**config.mk**
```make
export PLATFORM = sky130hd
export DESIGN_NAME = descriptor_slot_table_flat
export DESIGN_NICKNAME = d
export VERILOG_FILES = /design/src/dst_pkg.sv /design/src/dst_if.sv /design/src/dst_ctrl.sv /design/src/dst_datapath.sv /design/src/descriptor_slot_table.sv /design/src/flat_wrapper.sv
export SDC_FILE = /design/constraint.sdc
export NUM_CORES = 2
export LEC_CHECK = 0
export CORE_ASPECT_RATIO = 2
export CORE_MARGIN = 1.5
export CORE_UTILIZATION = 50
export DETAILED_ROUTE_END_ITERATION = 10
export DONT_BUFFER_PORTS = 1
export PLACE_DENSITY = 0.65
export SETUP_SLACK_MARGIN = 0.3
export SYNTH_ARGS = -nofsm -noshare
export SYNTH_HDL_FRONTEND = slang
export SYNTH_HIERARCHICAL = 1
export SYNTH_SLANG_ARGS = --single-unit
```
**constraint.sdc**
```tcl
create_clock -name clk -period 7 [get_ports clk]
set_input_delay 1.05 -clock clk [delete_from_list [all_inputs] [get_ports clk]]
set_output_delay 1.05 -clock clk [all_outputs]
set_load 0.02 [all_outputs]
```
**src/dst_pkg.sv**
```systemverilog
// ----------------------------------------------------------------------------
// dst_pkg: shared definitions for the descriptor slot table
// Table geometry, request and status codes, controller states and the
// command and status bundles between controller and datapath.
// ----------------------------------------------------------------------------
package dst_pkg;

    // Table geometry
    localparam int SLOTS       = 64;
    localparam int HANDLE_BITS = 32;
    localparam int SLOT_W      = $clog2(SLOTS);
    localparam int CNT_W       = $clog2(SLOTS + 1);

    // Channel field widths
    localparam int OPCODE_W    = 2;
    localparam int SLOT_IDX_W  = 6;
    localparam int HANDLE_W    = 32;
    localparam int STATUS_W    = 2;

    typedef enum logic [OPCODE_W-1:0] {
        OP_INSERT = 2'd0,
        OP_GET    = 2'd1,
        OP_DELETE = 2'd2,
        OP_SEARCH = 2'd3
    } op_t;

    typedef enum logic [STATUS_W-1:0] {
        ST_OK   = 2'd0,
        ST_BAD  = 2'd1,
        ST_FULL = 2'd2
    } status_t;

    typedef enum logic [1:0] {
        S_IDLE,
        S_SCAN,
        S_RESP
    } state_t;

    typedef struct packed {
        logic accept;     // take the request on the input channel
        logic scan_step;  // read the next entry of the search sweep
        logic load_out;   // move the staged result into the output register
    } dst_cmd_t;

    typedef struct packed {
        logic is_search;  // request on the input channel is a search
        logic scan_done;  // every entry has been read for the search
        logic out_free;   // output register can take a result this cycle
    } dst_stat_t;

endpackage

```
**src/dst_if.sv**
```systemverilog
// ----------------------------------------------------------------------------
// dst_req_if / dst_rsp_if: request and response channels
// Valid/ready channels carrying a table request and its single result.
// ----------------------------------------------------------------------------
interface dst_req_if;
    import dst_pkg::*;

    logic                  valid;
    logic                  ready;
    logic [OPCODE_W-1:0]   opcode;
    logic [SLOT_IDX_W-1:0] slot_index;
    logic [HANDLE_W-1:0]   handle;

    modport source (output valid, output opcode, output slot_index, output handle,
                    input ready);
    modport sink   (input valid, input opcode, input slot_index, input handle,
                    output ready);
endinterface

interface dst_rsp_if;
    import dst_pkg::*;

    logic                  valid;
    logic                  ready;
    logic [STATUS_W-1:0]   status;
    logic [SLOT_IDX_W-1:0] slot_out;
    logic [HANDLE_W-1:0]   handle_out;
    logic                  found;

    modport source (output valid, output status, output slot_out, output handle_out,
                    output found, input ready);
    modport sink   (input valid, input status, input slot_out, input handle_out,
                    input found, output ready);
endinterface

```
**src/dst_ctrl.sv**
```systemverilog
// ----------------------------------------------------------------------------
// dst_ctrl: sequencing for the descriptor slot table
// Takes one request, runs the search sweep when needed, hands off the result.
// ----------------------------------------------------------------------------
module dst_ctrl (
    input  logic               clk,
    input  logic               rst_n,
    input  logic               in_valid,
    output logic               in_ready,
    input  dst_pkg::dst_stat_t stat,
    output dst_pkg::dst_cmd_t  cmd,
    output dst_pkg::state_t    state
);
    import dst_pkg::*;

    state_t state_reg;
    state_t state_next;

    always_ff @(posedge clk or negedge rst_n)
    begin
        if (!rst_n)
        begin
            state_reg <= S_IDLE;
        end
        else
        begin
            state_reg <= state_next;
        end
    end

    always_comb
    begin
        state_next = state_reg;
        unique case (state_reg)
            S_IDLE:
            begin
                if (in_valid)
                begin
                    state_next = stat.is_search ? S_SCAN : S_RESP;
                end
            end
            S_SCAN:
            begin
                if (stat.scan_done)
                begin
                    state_next = S_RESP;
                end
            end
            S_RESP:
            begin
                if (stat.out_free)
                begin
                    state_next = S_IDLE;
                end
            end
            default:
            begin
                state_next = S_IDLE;
            end
        endcase
    end

    always_comb
    begin
        in_ready      = 1'b0;
        cmd           = '0;
        unique case (state_reg)
            S_IDLE:
            begin
                in_ready   = 1'b1;
                cmd.accept = in_valid;
            end
            S_SCAN:
            begin
                cmd.scan_step = !stat.scan_done;
            end
            S_RESP:
            begin
                cmd.load_out = stat.out_free;
            end
            default:
            begin
                in_ready = 1'b0;
            end
        endcase
    end

    assign state = state_reg;

endmodule

```
**src/dst_datapath.sv**
```systemverilog
// ----------------------------------------------------------------------------
// dst_datapath: slot storage, free-slot pick, search compare, result register
// Executes the commands from dst_ctrl and reports progress back to it.
// ----------------------------------------------------------------------------
module dst_datapath (
    input  logic                           clk,
    input  logic                           rst_n,
    input  logic [dst_pkg::OPCODE_W-1:0]   opcode,
    input  logic [dst_pkg::SLOT_IDX_W-1:0] slot_index,
    input  logic [dst_pkg::HANDLE_W-1:0]   handle,
    input  dst_pkg::dst_cmd_t              cmd,
    output dst_pkg::dst_stat_t             stat,
    dst_rsp_if.source                      rsp
);
    import dst_pkg::*;

    // Slot storage
    logic [HANDLE_BITS-1:0] mem [SLOTS];
    logic [HANDLE_BITS-1:0] rd_data_reg;
    logic [SLOTS-1:0]       valid_reg;
    logic [SLOTS-1:0]       valid_next;

    // Request decode
    op_t                    op;
    logic [HANDLE_BITS-1:0] key;
    logic [SLOT_W-1:0]      idx;
    logic                   idx_hit;
    logic [SLOT_W-1:0]      free_idx;
    logic                   any_free;

    // Memory port
    logic                   wr_en;
    logic                   rd_en;
    logic [SLOT_W-1:0]      rd_addr;

    // Search sweep
    logic [HANDLE_BITS-1:0] key_reg;
    logic [CNT_W-1:0]       cnt_reg;
    logic [CNT_W-1:0]       cnt_next;
    logic                   cmp_vld_reg;
    logic [SLOT_W-1:0]      cmp_idx_reg;
    logic                   found_reg;
    logic                   found_next;

    // Staged result
    status_t                res_status_reg;
    status_t                res_status_next;
    logic [SLOT_IDX_W-1:0]  res_slot_reg;
    logic [SLOT_IDX_W-1:0]  res_slot_next;
    logic                   res_get_reg;
    logic                   res_get_next;

    // Output register
    logic                   out_valid_reg;
    logic [STATUS_W-1:0]    out_status_reg;
    logic [SLOT_IDX_W-1:0]  out_slot_reg;
    logic [HANDLE_W-1:0]    out_handle_reg;
    logic                   out_found_reg;

    assign op      = op_t'(opcode);
    assign key     = HANDLE_BITS'(handle);
    assign idx     = SLOT_W'(slot_index);
    assign idx_hit = (32'(slot_index) < 32'(SLOTS)) && valid_reg[idx];

    // Lowest free slot
    always_comb
    begin
        free_idx = '0;
        for (int i = SLOTS - 1; i >= 0; i--)
        begin
            if (!valid_reg[i])
            begin
                free_idx = SLOT_W'(i);
            end
        end
    end
    assign any_free = ~&valid_reg;

    // Request execution
    always_comb
    begin
        valid_next      = valid_reg;
        res_status_next = res_status_reg;
        res_slot_next   = res_slot_reg;
        res_get_next    = res_get_reg;
        wr_en           = 1'b0;
        if (cmd.accept)
        begin
            res_status_next = ST_OK;
            res_slot_next   = '0;
            res_get_next    = 1'b0;
            unique case (op)
                OP_INSERT:
                begin
                    if (any_free)
                    begin
                        wr_en                = 1'b1;
                        valid_next[free_idx] = 1'b1;
                        res_slot_next        = SLOT_IDX_W'(free_idx);
                    end
                    else
                    begin
                        res_status_next = ST_FULL;
                    end
                end
                OP_GET:
                begin
                    res_get_next    = idx_hit;
                    res_status_next = idx_hit ? ST_OK : ST_BAD;
                end
                OP_DELETE:
                begin
                    if (idx_hit)
                    begin
                        valid_next[idx] = 1'b0;
                    end
                    else
                    begin
                        res_status_next = ST_BAD;
                    end
                end
                OP_SEARCH:
                begin
                    res_status_next = ST_OK;
                end
                default:
                begin
                    res_status_next = ST_OK;
                end
            endcase
        end
    end

    assign rd_en   = (cmd.accept && (op == OP_GET)) || cmd.scan_step;
    assign rd_addr = cmd.accept ? idx : cnt_reg[SLOT_W-1:0];

    always_ff @(posedge clk)
    begin
        if (wr_en)
        begin
            mem[free_idx] <= key;
        end
        if (rd_en)
        begin
            rd_data_reg <= mem[rd_addr];
        end
    end

    // Search sweep: read one entry a cycle, compare it the cycle after
    always_comb
    begin
        cnt_next   = cnt_reg;
        found_next = found_reg;
        if (cmd.accept)
        begin
            cnt_next   = '0;
            found_next = 1'b0;
        end
        else
        begin
            if (cmd.scan_step)
            begin
                cnt_next = cnt_reg + CNT_W'(1);
            end
            if (cmp_vld_reg && valid_reg[cmp_idx_reg] && (rd_data_reg == key_reg))
            begin
                found_next = 1'b1;
            end
        end
    end

    assign stat.is_search = (op == OP_SEARCH);
    assign stat.scan_done = (cnt_reg == CNT_W'(SLOTS));
    assign stat.out_free  = !out_valid_reg || rsp.ready;

    always_ff @(posedge clk or negedge rst_n)
    begin
        if (!rst_n)
        begin
            valid_reg     <= '0;
            cnt_reg       <= '0;
            cmp_vld_reg   <= 1'b0;
            out_valid_reg <= 1'b0;
        end
        else
        begin
            valid_reg   <= valid_next;
            cnt_reg     <= cnt_next;
            cmp_vld_reg <= cmd.scan_step;
            if (cmd.load_out)
            begin
                out_valid_reg <= 1'b1;
            end
            else if (rsp.ready)
            begin
                out_valid_reg <= 1'b0;
            end
        end
    end

    always_ff @(posedge clk)
    begin
        if (cmd.accept)
        begin
            key_reg <= key;
        end
        cmp_idx_reg    <= cnt_reg[SLOT_W-1:0];
        found_reg      <= found_next;
        res_status_reg <= res_status_next;
        res_slot_reg   <= res_slot_next;
        res_get_reg    <= res_get_next;
        if (cmd.load_out)
        begin
            out_status_reg <= res_status_reg;
            out_slot_reg   <= res_slot_reg;
            out_handle_reg <= res_get_reg ? HANDLE_W'(rd_data_reg) : '0;
            out_found_reg  <= found_reg;
        end
    end

    assign rsp.valid      = out_valid_reg;
    assign rsp.status     = out_status_reg;
    assign rsp.slot_out   = out_slot_reg;
    assign rsp.handle_out = out_handle_reg;
    assign rsp.found      = out_found_reg;

endmodule

```
**src/descriptor_slot_table.sv**
```systemverilog
// ----------------------------------------------------------------------------
// descriptor_slot_table: fixed-capacity descriptor slot table
// Insert into the lowest free slot, get, delete and search of handles.
// ----------------------------------------------------------------------------
// The table holds SLOTS handles, each with a valid mark that reset clears;
// the handle storage itself is a memory with one write port and one read
// port and no reset. One request is taken at a time and gives exactly one
// response. Insert, get and delete go from accept/execute to result hand-off,
// which waits for the response channel to be free: the lowest free slot comes
// from a priority pick over the valid marks, and a get reads the memory in the
// accept cycle. A search sweeps the memory read port over every entry, one per
// cycle, comparing each against the key the cycle after. A new request is taken
// once the previous result sits in the output register, so a stalled response
// does not hold up the next request until its own result is ready. A full
// table answers status 2 on insert and changes nothing; get or delete of an
// empty or out-of-range slot answers 1.
// ----------------------------------------------------------------------------
module descriptor_slot_table (
    input  logic      clk,
    input  logic      rst_n,
    dst_req_if.sink   req,
    dst_rsp_if.source rsp
);
    import dst_pkg::*;

    dst_cmd_t  cmd;
    dst_stat_t stat;
    state_t    state;
    logic      in_ready;

    dst_ctrl u_ctrl (
        .clk      (clk),
        .rst_n    (rst_n),
        .in_valid (req.valid),
        .in_ready (in_ready),
        .stat     (stat),
        .cmd      (cmd),
        .state    (state)
    );

    dst_datapath u_datapath (
        .clk        (clk),
        .rst_n      (rst_n),
        .opcode     (req.opcode),
        .slot_index (req.slot_index),
        .handle     (req.handle),
        .cmd        (cmd),
        .stat       (stat),
        .rsp        (rsp)
    );

    // Take a request only while idle
    assign req.ready = in_ready;

    // Never overwrite a result the sink has not taken
    a_no_overwrite: assert property (@(posedge clk) disable iff (!rst_n)
        cmd.load_out |-> (!rsp.valid || rsp.ready))
        else $error("result register overwritten while stalled");

    // The search sweep never overlaps a new request
    a_scan_excl: assert property (@(posedge clk) disable iff (!rst_n)
        cmd.scan_step |-> (!req.ready && state == S_SCAN))
        else $error("search sweep active while taking requests");

    // One request at a time: ready drops right after an accept
    a_one_at_a_time: assert property (@(posedge clk) disable iff (!rst_n)
        (req.valid && req.ready) |=> !req.ready)
        else $error("second request taken before result hand-off");

endmodule

```
**src/flat_wrapper.sv**
```systemverilog
// flat-port wrapper written by rule: the top's interface ports become plain ports
module descriptor_slot_table_flat import dst_pkg::*;
  (clk, rst_n, req_valid, req_opcode, req_slot_index, req_handle, req_ready, rsp_valid, rsp_status, rsp_slot_out, rsp_handle_out, rsp_found, rsp_ready);
  dst_req_if req_i ();
  dst_rsp_if rsp_i ();
  input  logic clk;
  input  logic rst_n;
  input wire logic [$bits(req_i.valid)-1:0] req_valid;
  input wire logic [$bits(req_i.opcode)-1:0] req_opcode;
  input wire logic [$bits(req_i.slot_index)-1:0] req_slot_index;
  input wire logic [$bits(req_i.handle)-1:0] req_handle;
  output wire logic [$bits(req_i.ready)-1:0] req_ready;
  output wire logic [$bits(rsp_i.valid)-1:0] rsp_valid;
  output wire logic [$bits(rsp_i.status)-1:0] rsp_status;
  output wire logic [$bits(rsp_i.slot_out)-1:0] rsp_slot_out;
  output wire logic [$bits(rsp_i.handle_out)-1:0] rsp_handle_out;
  output wire logic [$bits(rsp_i.found)-1:0] rsp_found;
  input wire logic [$bits(rsp_i.ready)-1:0] rsp_ready;
  assign req_i.valid = req_valid;
  assign req_i.opcode = req_opcode;
  assign req_i.slot_index = req_slot_index;
  assign req_i.handle = req_handle;
  assign req_ready = req_i.ready;
  assign rsp_valid = rsp_i.valid;
  assign rsp_status = rsp_i.status;
  assign rsp_slot_out = rsp_i.slot_out;
  assign rsp_handle_out = rsp_i.handle_out;
  assign rsp_found = rsp_i.found;
  assign rsp_i.ready = rsp_ready;
  descriptor_slot_table u_core (.clk(clk), .rst_n(rst_n), .req(req_i), .rsp(rsp_i));
endmodule
```
; ---- Word level (Yosys, flattened, before mapping)
; Memory sizes are Yosys's and may differ from the RTL's. A register that Yosys moved wholly into a read port is not among the register bits.
; Cells that the tools add are included.
[op_classes]
n_addsub = 1
n_lt_le_gt_ge = 5
n_eq_ne = 12
mux = 97
bitwise = 4
n_reduce_logical = 19
[ops]
columns = cell, n
row1 = two-way mux 6 bit, 65
row2 = two-way mux 64 bit, 2
row3 = case mux 64 bit (2 select lines), 1
row4 = bitwise AND 64 bit, 1
row5 = inverter 64 bit, 1
row6 = OR 64 bit, 1
row7 = AND reduction 64 bit, 1
row8 = == test 32 bit, 1
row9 = "< comparator 6 x 7 -> 1 bit, second input constant", 3
row10 = two-way mux 1 bit, 16
row11 = two-way mux 7 bit, 2
row12 = binary-select mux 1 bit (select 6 bit), 2
row13 = demux 1 bit (select 6 bit), 2
row14 = "greater-or-equal comparator 6 x 1 -> 1 bit, second input constant", 2
row15 = case mux 2 bit (3 select lines), 2
row16 = two-way mux 2 bit, 5
row17 = "inequality test 2 bit, second input constant", 5
row18 = "adder 7 x 1 -> 7 bit, second input constant", 1
row19 = "== test 7 bit, second input constant", 1
row20 = "== test 2 bit, second input constant", 3
row21 = nonzero test 2 bit, 3
row22 = logical AND 1 bit, 5
row23 = "== test 2 x 1 -> 1 bit, second input constant", 2
row24 = zero test 2 bit, 2
row25 = other kinds (6), 9
[word_totals]
ff_bits = 164
ram_bits = 2048
inputBits = 44
n_memories = 1
[mem_list]
columns = name, words, width, read_ports, rd_ports_with_merged_regs, wr, line_no
row1 = u_core.u_datapath.mem, 64, 32, 1, 1, 1, dst_datapath.sv:18  ; logic [HANDLE_BITS-1:0] mem [SLOTS];

; ---- Logic depth before layout (Yosys ltp)
[depth]
ltp_word = 71
mapped_depth = 13

; ---- Modules after synthesis
; Netlist, hierarchy kept.
[by_module_without_submodules]
columns = module, instances, cells_per_inst, area_each_um2
row1 = dst_datapath, 1, 4484, 88092.0
row2 = dst_ctrl, 1, 13, 120.1

; ---- Least setup slack after synthesis
; Ideal clock, no wire load.
[synth_path]
path_type = input-to-reg
start = input req_valid
end = memory u_core.u_datapath.mem[56][0] (enable)
arrival_time_ps = 4594
required_ps = 6579
setup_slack_ps = 1984
cell_stages = 7
path_buffers = 2
cell_sequence = and2_1 > buf_2 > and2_1 > clkbuf_1 > and2_1 > nand2_1 > nor2_1
[synth_between]
elab_chain_len = 4
[synth_lines]
columns = item, line_no
row1 = from (decl), flat_wrapper.sv:8  ; input wire logic [$bits(req_i.valid)-1:0] req_valid;
row2 = two-way mux 1 bit, dst_ctrl.sv:67  ; unique case (state_reg)
row3 = two-way mux 1 bit, dst_datapath.sv:87  ; if (cmd.accept)
row4 = two-way mux 1 bit, dst_datapath.sv:139  ; if (wr_en)
row5 = two-way mux 1 bit (implied by the code), dst_datapath.sv:141  ; mem[free_idx] <= key;
row6 = to (decl), dst_datapath.sv:18
; No other way between the ends.

; ---- Final worst setup path
[layout_path]
start = register u_core.u_datapath.valid_reg[23]
end = memory u_core.u_datapath.mem[35][4] (enable)
[layout_between]
elab_chain_len = 24
elab_cells_between_ends = 30
[layout_lines]
columns = item, line_no
row1 = from (decl), dst_datapath.sv:20  ; logic [SLOTS-1:0] valid_reg;
row2 = from (signal assigned), dst_datapath.sv:187  ; valid_reg <= valid_next;
row3 = two-way mux 6 bit (24 in series), dst_datapath.sv:71  ; if (!valid_reg[i])
; Parallel ways exist; a longest one is shown, timed or not.

==> out/results.txt <==
In the synthesized netlist the dominant register cell turns out to be sky130_fd_sc_hd__edfxtp_1. The detail-routed via count per cell was 6.515. The flow ran to the end, but the final reports show violations. The reported max-cap violation count was 1. The amount of wire on met3 after detailed routing was 16450 µm; the final clock period utilization by the worst path was 77.85%. The count of buffers from port buffering was 0; the final non-filler cell total was 7034. Data on the critical path arrives at its endpoint at 5.95 ns. The initial antenna violation count was 11; the number of iterations in the first detailed-routing pass was 9.

The instance area after placement was 0.09196 mm²; the proportion of synthesized flip-flops having asynchronous set or reset was 3.342%. Between clock sinks in the finished design, the worst skew comes to 0.05186 ns. The routed design could run at a clock period as short as 5.450 ns. The path type of the worst min-delay path was primary input to asynchronous set/reset pin. Cell internal power was estimated by the tool at 24.43 mW.

In this run, placement finished with an instance count of 6691. After technology mapping, the gate count stands at 4497. Combinational logic burns 23.3% of the power. The run gives 0.09811 mm² as the total non-filler cell area in the finished layout. The worst setup path is captured at a register. The tools report the via count as 45830. Based on the critical path, the design can be clocked at up to 183.5 MHz. The worst setup path is launched from a register.

The register with the most flip-flops in the layout has 2048 of them. The boundary pin count is 87, and the wire length on met2 is 132800 µm. The cell sitting at the root of the clock tree is a sky130_fd_sc_hd__clkbuf_16. In the final layout, the share of cells above drive strength 1 is 22.43%. The mean cell area of the mapped netlist is 19.62 µm². The post-synthesis net count was 4547; the fraction of power spent switching nets was 28.31%. Yosys mapped the design onto 80 distinct sky130hd cell types.

In this run the tightest slew margin relative to its limit is -1.703%. Hold timing on the final database bottoms out at a slack of 0.09023 ns. The clock net in this run drives a total of 2244 sinks. After routing, the total negative slack on setup checks comes to 0 ns. The detail route stage leaves a number of antenna-violating nets equal to 0. The analysis attributes to cell leakage a power of 31.38 nW. The logs give 75.88% for the share of the yosys chip area belonging to registers and 0 for the number of remaining DRC errors. Power spread over the standard cell area amounts to 347.4 mW/mm².

The synthesis-to-finish area growth was 11.22%. Entering global routing, the biggest net connects 110 pins. The tools report the number of max-slew violations in the final report as 5. The initial detailed-routing violation count is 4560, and the measured slew at the worst slew-check pin is 1.512 ns.

The area of the die is 0.1791 mm². The synthesized design contains 2244 register bits. The highest layer touched by signal routing is met5. The floorplan has 217 rows. The required time of the critical path is 7.50 ns, and the number of buffers created by CTS is 192. Via count of the first global-routing pass: 47141. The die is 300.0 µm wide. The worst-case IR drop observed on VDD is 0.2723 mV.

Summing all multi-input logic gate instances after layout gives 0.02062 mm². Summing every instance area after synthesis gives 0.08821 mm². The final reports fail on max-capacitance violations, max-slew violations.

The sequential cells in the finished layout cover a total of 0.06694 mm². The peak fanout along the critical path was 16. Total number of nets in the final design: 4637. Summed over all layers, the routed wires come to 246000 µm. The placed wire-length estimate after detailed placement was 150500 µm. Setup repair after global routing left no endpoint under its margin. The maximum clock path buffer count is 4, and the filler cell count is 13068.

Per report_power, the clock group accounts for 31.3% of the total. TritonCTS built the clock tree. The number of hold-slack violations in the final timing report was 0; the Yosys warning count was 6. Path type of the worst setup path: register to register. The first global-routing pass estimated 347900 µm of wire.

Clock-pin slew was measured on the worst setup and hold paths at 0.07 ns. Of the total power, registers draw 45.4%. The H-tree was split into 4 levels. The switching power total was 9.649 mW; the number of endpoints failing setup at the final stage was 0. Once the floorplan was initialized, standard cells occupied 50.45% of the core. The count of flip-flops with a built-in enable after synthesis is 2162, and the overflow left after global routing is 0.

After detailed routing, the wire length on met1 is 82640 µm. Dividing the detail-routed wire length by the instance count gives 34.98 µm. After clock tree synthesis, the repair step resized 0 gates.

The run gives 0.9838 as the final estimated routing congestion in global placement. The core region is 0.1749 mm². Power comes to 34.08 mW.

In this run the vertical extent of the chip is 597.0 µm. Clock latency on the worst-skew pair, taken at its later pin, is 0.86 ns. The combined global-route utilization of all metal layers is 27.64%.
layer usage:
| metal | track usage [%] | up-vias |
|---|---|---|
| met2 | 50.38 | 2234 |
| met1 | 31.50 | 24371 |
| met4 | 13.92 | 2 |
| li1 | - | 18584 |
| met3 | 3.919 | 639 |
| met5 | 0 | - |
synth_stat cells (23+ instances only):
| cell | number | share of area (%) |
|---|---|---|
| sky130_fd_sc_hd__edfxtp_1 | 2162 | 74 |
| sky130_fd_sc_hd__mux4_2 | 534 | 14 |
| sky130_fd_sc_hd__nand2_1 | 500 | 2.1 |
| sky130_fd_sc_hd__buf_2 | 107 | 0.61 |
| sky130_fd_sc_hd__clkbuf_1 | 107 | 0.46 |
| sky130_fd_sc_hd__nor2_1 | 104 | 0.44 |
| sky130_fd_sc_hd__o21ai_0 | 100 | 0.57 |
| sky130_fd_sc_hd__and2_1 | 98 | 0.70 |
| sky130_fd_sc_hd__nand3_1 | 83 | 0.47 |
| sky130_fd_sc_hd__a31oi_1 | 77 | 0.55 |
| sky130_fd_sc_hd__dfrtp_1 | 75 | 2.1 |
| sky130_fd_sc_hd__a211oi_1 | 68 | 0.58 |
| sky130_fd_sc_hd__o41ai_1 | 46 | 0.46 |
| sky130_fd_sc_hd__o22ai_1 | 39 | 0.28 |
| sky130_fd_sc_hd__buf_1 | 35 | 0.15 |
| sky130_fd_sc_hd__a21oi_1 | 33 | 0.19 |
| sky130_fd_sc_hd__and3_1 | 25 | 0.18 |
| sky130_fd_sc_hd__nand4_1 | 24 | 0.17 |
| sky130_fd_sc_hd__xor2_1 | 24 | 0.24 |
| sky130_fd_sc_hd__inv_1 | 23 | 0.098 |
power by group through the flow:
stage	clock, mW	sequential, mW	combinational, mW
floorplan	0	15.6	5.39
global placement	0	15.7	7.93
detailed placement	0	15.8	7.96
CTS	10.8	15.5	7.99
global route	11.3	15.5	8.37
finish	10.7	15.5	7.96
critical path, stage by stage, from the launching register on:
cell                      delay, ns
sky130_fd_sc_hd__dfrtp_1       0.48
sky130_fd_sc_hd__nand4_1       0.27
sky130_fd_sc_hd__nor4_1        1.26
sky130_fd_sc_hd__nand3_1       0.47
sky130_fd_sc_hd__nor2_1        0.50
sky130_fd_sc_hd__nand3_1       0.73
sky130_fd_sc_hd__nor2_4        1.03
sky130_fd_sc_hd__buf_4         0.37
path summary, 6_finish.rpt:
| check | end | slack (ns) | depth (start not counted) | start |
|---|---|---|---|---|
| worst max-delay path | u_core/u_datapath/mem[35][4] | 1.55 | 7 | u_core/u_datapath/valid_reg[23] |
| worst min-delay path | u_core/u_datapath/rsp.valid | 0.09 | 1 | rst_n |
| worst max register to register | u_core/u_datapath/mem[35][4] | 1.55 | 7 | u_core/u_datapath/valid_reg[23] |
| worst min register to register | u_core/u_datapath/rsp.status[0] | 0.42 | 0 | u_core/u_datapath/res_status_reg[0] |
| max in group asynchronous | u_core/u_datapath/valid_reg[35] | 6.47 | 1 | rst_n |
| min in group clk | u_core/u_datapath/mem[35][3] | 0.30 | 0 | req_handle[3] |
kinds of logic after synthesis:
group / synth area share, %
AO/OA/AOI/OAI: 3.580
XOR/XNOR: 0.3674
adder cells (fa/ha/maj): 0.08510
buffers and inverters: 1.384
flip-flops: 75.88
multiplexers: 14.03
AND/OR/NAND/NOR: 4.672
stage by stage:
step / utilization, % / worst slack (ns)
finish: 56.11 / 1.550
detailed placement: 52.59 / 1.817
CTS: 56.10 / 1.777
floorplan: - / 1.985
global placement: 52.59 / 1.866
global route: 56.11 / 1.596
placed cells by master, fill, tap and decap left out, drive strengths merged, types with 6 or more instances in the layout:
cell type / n
a211oi: 68
a21oi: 33
a221o: 20
a311oi: 10
a31oi: 77
and2: 98
and3: 25
and4: 6
buf: 152
bufinv: 21
clkbuf: 221
clkinv: 86
clkinvlp: 7
dfrtp: 75
dfxtp: 7
edfxtp: 2162
ha: 6
inv: 25
mux2: 8
mux2i: 20
mux4: 536
nand2: 500
nand2b: 10
nand3: 83
nand3b: 7
nand4: 24
nor2: 104
nor2b: 6
nor3: 9
nor4: 16
o211ai: 9
o21ai: 103
o221ai: 7
o22ai: 39
o2bb2ai: 6
o31ai: 7
o41ai: 46
or3: 6
xnor2: 13
xor2: 24
what timing repair did:
item                      in CTS  in global routing
setup buffers                  0                  0
hold endpoints to repair      75                  0
hold buffers                   1                  0
area by class of cell:
class	instances	share of cell area (%)
Sequential cell	2244	68.23
Multi-Input combinational cell	1974	21.02
Clock buffer	221	5.094
Tap cell	2299	2.932
Timing Repair Buffer	152	1.490
Clock inverter	116	1.136
Inverter	23	0.08800
Antenna cell	5	0.01275
(Power assumes the default switching activity.)
